<file path="src/wsm_pkg.sv">
`timescale 1ns / 1ps
// Shared types and constants for the wildcard/star matcher.
// No dependencies.
package wsm_pkg;

  typedef enum logic [1:0] {
    ACT_CLEAR  = 2'd0,
    ACT_APPEND = 2'd1,
    ACT_TEXT   = 2'd2,
    ACT_FINISH = 2'd3
  } action_t;

  localparam logic [7:0] STAR_BYTE = 8'h2A;
  localparam logic [7:0] DOT_BYTE  = 8'h2E;

  // Broadcast from the controller to every cell, qualified by the request handshake.
  typedef struct packed {
    logic       rearm;
    logic       add_token;
    logic       add_star;
    logic       text;
    logic [7:0] data;
  } cmd_t;

endpackage

</file>
<file path="src/wsm_cell.sv">
`timescale 1ns / 1ps
// One token position: stores the token byte, its repeat mark and the active bit.
// Depends on wsm_pkg.
module wsm_cell #(
  parameter int IDX   = 0,
  parameter int CNT_W = 6
) (
  input  logic              clk,
  input  logic              rst_n,
  input  wsm_pkg::cmd_t     cmd,
  input  logic [CNT_W-1:0]  count,
  input  logic              carry_in,
  input  logic              fwd_in,
  output logic              carry_out,
  output logic              fwd_out,
  output logic              closed
);

  localparam logic [CNT_W-1:0] MY_POS  = CNT_W'(IDX);
  localparam logic [CNT_W-1:0] MY_NEXT = CNT_W'(IDX + 1);
  localparam logic             ARM     = 1'(IDX == 0);

  logic [7:0] char_r;
  logic       star_r;
  logic       act_r;
  logic       act_nxt;
  logic       in_use;
  logic       hit;

  assign in_use    = count > MY_POS;
  assign closed    = act_r | carry_in;
  assign carry_out = closed & star_r & in_use;
  assign hit       = closed & in_use &
                     ((char_r == wsm_pkg::DOT_BYTE) || (char_r == cmd.data));
  assign fwd_out   = hit & ~star_r;

  always_comb begin
    act_nxt = act_r;
    if (cmd.rearm) begin
      act_nxt = ARM;
    end else if (cmd.text) begin
      act_nxt = (hit & star_r) | fwd_in;
    end
  end

  always_ff @(posedge clk) begin
    if (!rst_n) begin
      act_r <= ARM;
    end else begin
      act_r <= act_nxt;
    end
  end

  always_ff @(posedge clk) begin
    if (cmd.add_token && count == MY_POS) begin
      char_r <= cmd.data;
      star_r <= 1'b0;
    end else if (cmd.add_star && count == MY_NEXT) begin
      star_r <= 1'b1;
    end
  end

endmodule

</file>
<file path="src/wildcard_star_regex_matcher.sv">
`timescale 1ns / 1ps
// Whole-string matcher for '.' and postfix '*' patterns, as a row of token cells.
// The match result is in out_tvalid in the cycle after the finish request. One
// request per cycle while in_tready is high; the cycle is set by the star
// closure rippling along the cell row. Reset (synchronous, rst_n low): empty
// pattern, flag clear, position zero active; no clearing pass, the block accepts
// requests at once. Depends on wsm_pkg and wsm_cell.
module wildcard_star_regex_matcher #(
  parameter int MAX_TOKENS = 32
) (
  input  logic        clk,
  input  logic        rst_n,
  input  logic        in_tvalid,
  output logic        in_tready,
  input  logic [7:0]  in_tdata,   // [7:0] data_byte
  input  logic [1:0]  in_tuser,   // [1:0] action
  output logic        out_tvalid,
  input  logic        out_tready,
  output logic [7:0]  out_tdata   // [0] matched, [1] pattern_overflow, [7:2] zero
);

  localparam int CNT_W = $clog2(MAX_TOKENS + 1);
  localparam logic [CNT_W-1:0] CNT_MAX = CNT_W'(MAX_TOKENS);

  wsm_pkg::action_t act_in;
  wsm_pkg::cmd_t    cmd;
  logic             accept;
  logic             is_star;

  logic [CNT_W-1:0] count_r, count_nxt;
  logic             ovf_r, ovf_nxt;
  logic             tail_r, tail_nxt;
  logic             out_valid_r;
  logic [1:0]       out_bits_r;

  logic [MAX_TOKENS-1:0] carry;
  logic [MAX_TOKENS-1:0] fwd;
  logic [MAX_TOKENS:0]   closed_vec;
  logic                  matched;

  assign act_in    = wsm_pkg::action_t'(in_tuser);
  assign in_tready = ~out_valid_r | out_tready;
  assign accept    = in_tvalid & in_tready;
  assign is_star   = in_tdata == wsm_pkg::STAR_BYTE;

  always_comb begin
    cmd           = '0;
    cmd.data      = in_tdata;
    count_nxt     = count_r;
    ovf_nxt       = ovf_r;
    if (accept) begin
      unique case (act_in)
        wsm_pkg::ACT_CLEAR: begin
          cmd.rearm = 1'b1;
          count_nxt = '0;
          ovf_nxt   = 1'b0;
        end
        wsm_pkg::ACT_APPEND: begin
          cmd.rearm = 1'b1;
          if (is_star) begin
            cmd.add_star = 1'b1;
          end else if (count_r < CNT_MAX) begin
            cmd.add_token = 1'b1;
            count_nxt     = count_r + 1'b1;
          end else begin
            ovf_nxt = 1'b1;
          end
        end
        wsm_pkg::ACT_TEXT: begin
          cmd.text = 1'b1;
        end
        wsm_pkg::ACT_FINISH: begin
          cmd.rearm = 1'b1;
        end
        default: begin
          cmd.rearm = 1'b0;
        end
      endcase
    end
  end

  for (genvar j = 0; j < MAX_TOKENS; j++) begin : g_cell
    logic c_in, f_in;
    if (j == 0) begin : g_head
      assign c_in = 1'b0;
      assign f_in = 1'b0;
    end else begin : g_body
      assign c_in = carry[j-1];
      assign f_in = fwd[j-1];
    end
    wsm_cell #(
      .IDX   (j),
      .CNT_W (CNT_W)
    ) u_cell (
      .clk       (clk),
      .rst_n     (rst_n),
      .cmd       (cmd),
      .count     (count_r),
      .carry_in  (c_in),
      .fwd_in    (f_in),
      .carry_out (carry[j]),
      .fwd_out   (fwd[j]),
      .closed    (closed_vec[j])
    );
  end

  // Position past the last token: pattern fully consumed.
  assign closed_vec[MAX_TOKENS] = tail_r | carry[MAX_TOKENS-1];
  assign matched                = closed_vec[count_r];

  always_comb begin
    tail_nxt = tail_r;
    if (cmd.rearm) begin
      tail_nxt = 1'b0;
    end else if (cmd.text) begin
      tail_nxt = fwd[MAX_TOKENS-1];
    end
  end

  always_ff @(posedge clk) begin
    if (!rst_n) begin
      count_r     <= '0;
      ovf_r       <= 1'b0;
      tail_r      <= 1'b0;
      out_valid_r <= 1'b0;
    end else begin
      count_r <= count_nxt;
      ovf_r   <= ovf_nxt;
      tail_r  <= tail_nxt;
      if (accept && act_in == wsm_pkg::ACT_FINISH) begin
        out_valid_r <= 1'b1;
      end else if (out_tready) begin
        out_valid_r <= 1'b0;
      end
    end
  end

  always_ff @(posedge clk) begin
    if (accept && act_in == wsm_pkg::ACT_FINISH) begin
      out_bits_r <= {ovf_r, matched};
    end
  end

  assign out_tvalid = out_valid_r;
  assign out_tdata  = {6'd0, out_bits_r};

  a_count_bound: assert property (@(posedge clk) disable iff (!rst_n)
    count_r <= CNT_MAX)
    else $error("token count beyond capacity");

  a_ovf_full: assert property (@(posedge clk) disable iff (!rst_n)
    ovf_r |-> count_r == CNT_MAX)
    else $error("overflow flag with room left");

  a_finish_out: assert property (@(posedge clk) disable iff (!rst_n)
    (accept && act_in == wsm_pkg::ACT_FINISH) |=> out_valid_r)
    else $error("finish request gave no result");

  a_clear_rearm: assert property (@(posedge clk) disable iff (!rst_n)
    (accept && act_in == wsm_pkg::ACT_CLEAR) |=>
      (count_r == '0 && !ovf_r && !tail_r && closed_vec[0]))
    else $error("clear did not empty pattern and re-arm");

endmodule
</file>
<file path="config.mk">
export PLATFORM = sky130hd
export DESIGN_NAME = wildcard_star_regex_matcher
export DESIGN_NICKNAME = d
export VERILOG_FILES = /design/src/wsm_pkg.sv /design/src/wsm_cell.sv /design/src/wildcard_star_regex_matcher.sv
export SDC_FILE = /design/constraint.sdc
export NUM_CORES = 1
export LEC_CHECK = 0
export ABC_CLOCK_PERIOD_IN_PS = 11000
export BUFFER_PORTS_ARGS = -buffer_cell sky130_fd_sc_hd__buf_4
export CAP_MARGIN = 20
export CELL_PAD_IN_SITES_DETAIL_PLACEMENT = 0
export CELL_PAD_IN_SITES_GLOBAL_PLACEMENT = 1
export CORE_MARGIN = 2
export CORE_UTILIZATION = 32
export DETAILED_ROUTE_END_ITERATION = 8
export HOLD_SLACK_MARGIN = 0.15
export PLACE_DENSITY = 0.63
export SLEW_MARGIN = 20
export SYNTH_ARGS = -nofsm -noshare
export SYNTH_HDL_FRONTEND = slang
export SYNTH_SLANG_ARGS = --single-unit
</file>
<file path="constraint.sdc">
create_clock -name clk -period 11 [get_ports clk]
set_clock_uncertainty 0.05 [all_clocks]
set_input_delay 1.1 -clock clk [delete_from_list [all_inputs] [get_ports clk]]
set_output_delay 1.1 -clock clk [all_outputs]
set_load 0.005 [all_outputs]
</file>
==> results.txt <==
GRT Overall Usage = 0.167
CTS tree = built
Mux contribution to synthesized area = 0.000610
Post-DRT Antenna Nets = 0
CTS resizes = 0
Status = finished clean
ANT cells = 0
Fin. Hold Viols = 0
Average routed wire per standard cell = 20.8 microns
Synth Cell Area = 16400 sq um
Final Instance Count excl. Fillers = 2162
Initial Utilization = 0.326
Worst Hold Launch = ovf_r
Pwr dens = 152 nW/um^2
Synth top area share = 0.472
Bufs on Longest Clock Path = 3
Synth Area in Simple Gates = 0.151
Final Max Slew Viols = 0
Fmax achieved = 217 MHz
Required @ worst endpoint = 11.31 ns
Via Count = 11512
Largest area contributor in the netlist = edfxtp_1
Clk sinks = 331
Sequential cell area = 9210 sq um
Synth unique cells = 76
Reg2reg setup slack = 6.39 ns
Critical path arrival = 4.92 ns
Synth Area in Compound Gates = 0.120
Metal3 WL = 2.09 mm
H-tree depth = 2
FILL cells = 4848
Peak supply drop = 0.134 mV
Fin Setup TNS = 0 ns
Nets = 1480
Die H = 230 microns
Adder-Cell Fraction of Synth Area = 0.00305
Synth Register Bits = 331
# DRC = 0
Crit path kind = register to register
Predominant post-synthesis flop cell = edfxtp_1
# rows = 82
IO buf count = 17
Met1 WL = 20.4 mm
Max Cap Viol = 0
Startpoint types = register
Minimum clock period = 4.61 ns
Pre-Repair DR Iteration Count = 7
Final WL = 44.9 mm
XOR/XNOR Fraction of Synth Area = 0.138
Clock power share = 0.458
Total gr overflow = 0
Seq/Total Area, Yosys = 0.562
Syn Area/Cell = 11.3 sq um
Post-placement cell count = 2095
Leakage = 5.89 nW
Post-CTS Setup Inserts = 0
Largest net degree at the start of global routing = 44
DP HPWL = 29.7 mm
Combinational share of power = 0.058
Multi-input logic area = 6850 sq um
Reg-to-reg endpoint = out_bits_r[0]
Crit Path Max Fanout = 11
Top Metal Used = met4
Hold Path Depth = 0
Net switching power = 0.622 mW
Synthesis-to-layout area growth = 13.5%
Initial DRC count = 806
Async set or reset register ratio after synthesis = 0
Post-CTS Hold Buffers = 0
Number of global-route vias before repair = 11491
Crit Reg-Reg Startpoint = count_r[1]
Count leader, synth = edfxtp_1
Hold Crit Endpoint = out_bits_r[1]
Core area = 50400 sq um
First-pass GRT wire length = 68.5 mm
Post-synth top cells = 258 x edfxtp_1, 154 x xnor2_1, 126 x nor2_1, 105 x xor2_1, 87 x a21oi_1
Synth Instances = 1451
Clk_lat worst skew = 0.53 ns
I/O pin count = 24
Seq pwr share = 0.483
Routability congestion estimate = 0.859
FF-to-FF path depth = 12
DR vias/cell = 5.32
Clock slew at reported path FFs = 0.06 ns
Slew HR = 0.225
Sw Share = 0.220
Root Driver = clkbuf_16
Fin crit share = 0.419
Initial antenna violation count = 0
Number of enable flip-flop cells after synthesis = 258
Worst hold slack = 0.428 ns
Area contributors post-synth = edfxtp_1 47%, dfxtp_1 8.9%, xnor2_1 8.2%
Internal = 2.20 mW
Unrepaired setup endpoints after global routing = false
Warnings from Yosys = 0
Tightest Pin Transition = 1.15 ns
Met2 WL = 20.9 mm
Die W = 230 microns
Die area = 53100 sq um
Critical Path Sink Type = register
Cts bufs inserted = 37
Worst Hold Class = register to register
Fraction of layout cells with a size suffix above 1 = 0.0826
Main combinational cell family by area after synthesis = simple AND/OR/NAND/NOR gates
Final setup viols = 0
## flip-flops by register name (all words and copies together) (netlist names)
register,count
tail_r,1
out_bits_r,2
g_cell.u_cell.star_r,32
g_cell.u_cell.act_r,32
g_cell.u_cell.char_r,256
ovf_r,1
count_r,6
out_tvalid,1
## critical path, stage by stage (launching register included)
cell	delay (ns)
dfxtp_1	0.34
clkinv_1	0.37
ha_1	0.46
nor4bb_1	0.92
a31oi_1	0.18
nor4_1	0.54
o211a_1	0.25
a211o_1	0.20
a221oi_4	0.11
o31a_1	0.30
a21o_1	0.20
o311ai_1	0.28
a211o_1	0.24
## metal layers
metal,vias to the layer above,global-route usage
li1,5444,-
met1,5678,0.227
met2,308,0.273
met3,82,0.0235
met4,0,0.0605
met5,-,0
## cells by family after synthesis
family,after synthesis
compound gates,300
xor+xnor,259
buf+inv,103
other cells,1
flops,331
simple gates,452
mux,1
fa+ha+maj,4
## stage by stage
step / total power [mW] / area, sq um / util / setup slack (ns)
floorplan: 1.49 / 16400 / - / 7.27
global placement: 1.56 / 17300 / 0.343 / 6.31
detailed placement: 1.56 / 17300 / 0.343 / 6.11
CTS: 2.86 / 18600 / 0.369 / 6.55
global route: 2.92 / 18600 / 0.369 / 6.21
finish: 2.83 / 18600 / 0.369 / 6.39
## how the worst max path moves through the flow
stage | start | end | slack [ns] | depth (start not counted)
after floorplan | count_r[0] | out_bits_r[0] | 7.27 | 14
after global placement | out_tready | g_cell[9].u_cell.char_r[2] | 6.31 | 8
after detailed placement | out_tready | g_cell[9].u_cell.char_r[2] | 6.11 | 8
after CTS | count_r[1] | out_bits_r[0] | 6.55 | 12
after global routing | count_r[1] | out_bits_r[0] | 6.21 | 12
final | count_r[1] | out_bits_r[0] | 6.39 | 12
## power by group through the flow
stage          sequential [mW]  clock [mW]  combinational, mW
2_1_floorplan             1.39           0              0.104
3_3_place_gp              1.39           0              0.164
3_5_place_dp              1.39           0              0.165
4_1_cts                   1.37        1.33              0.166
5_1_grt                   1.37        1.38              0.180
6_report                  1.37        1.30              0.165
## area by class of cell
type	count	share of cell area
Timing Repair Buffer	43	0.0174
Multi-Input combinational cell	1022	0.368
Sequential cell	331	0.495
Tap cell	672	0.0452
Inverter	27	0.00545
Clock buffer	46	0.0539
Clock inverter	21	0.0151
## cell usage in the layout (no fill, tap or decap), drive strengths merged, types with 16 or more instances in the layout
cell and n:
a21oi 87, a31oi 20, buf 43, clkbuf 46, dfxtp 73, edfxtp 258, inv 27, nand2 49
nand2b 25, nand3 20, nand4 61, nand4b 16, nor2 126, nor2b 21, nor3 19, nor4 51
nor4b 21, o21ai 81, xnor2 154, xor2 105
No activity file was read; power rests on OpenSTA's default activity.
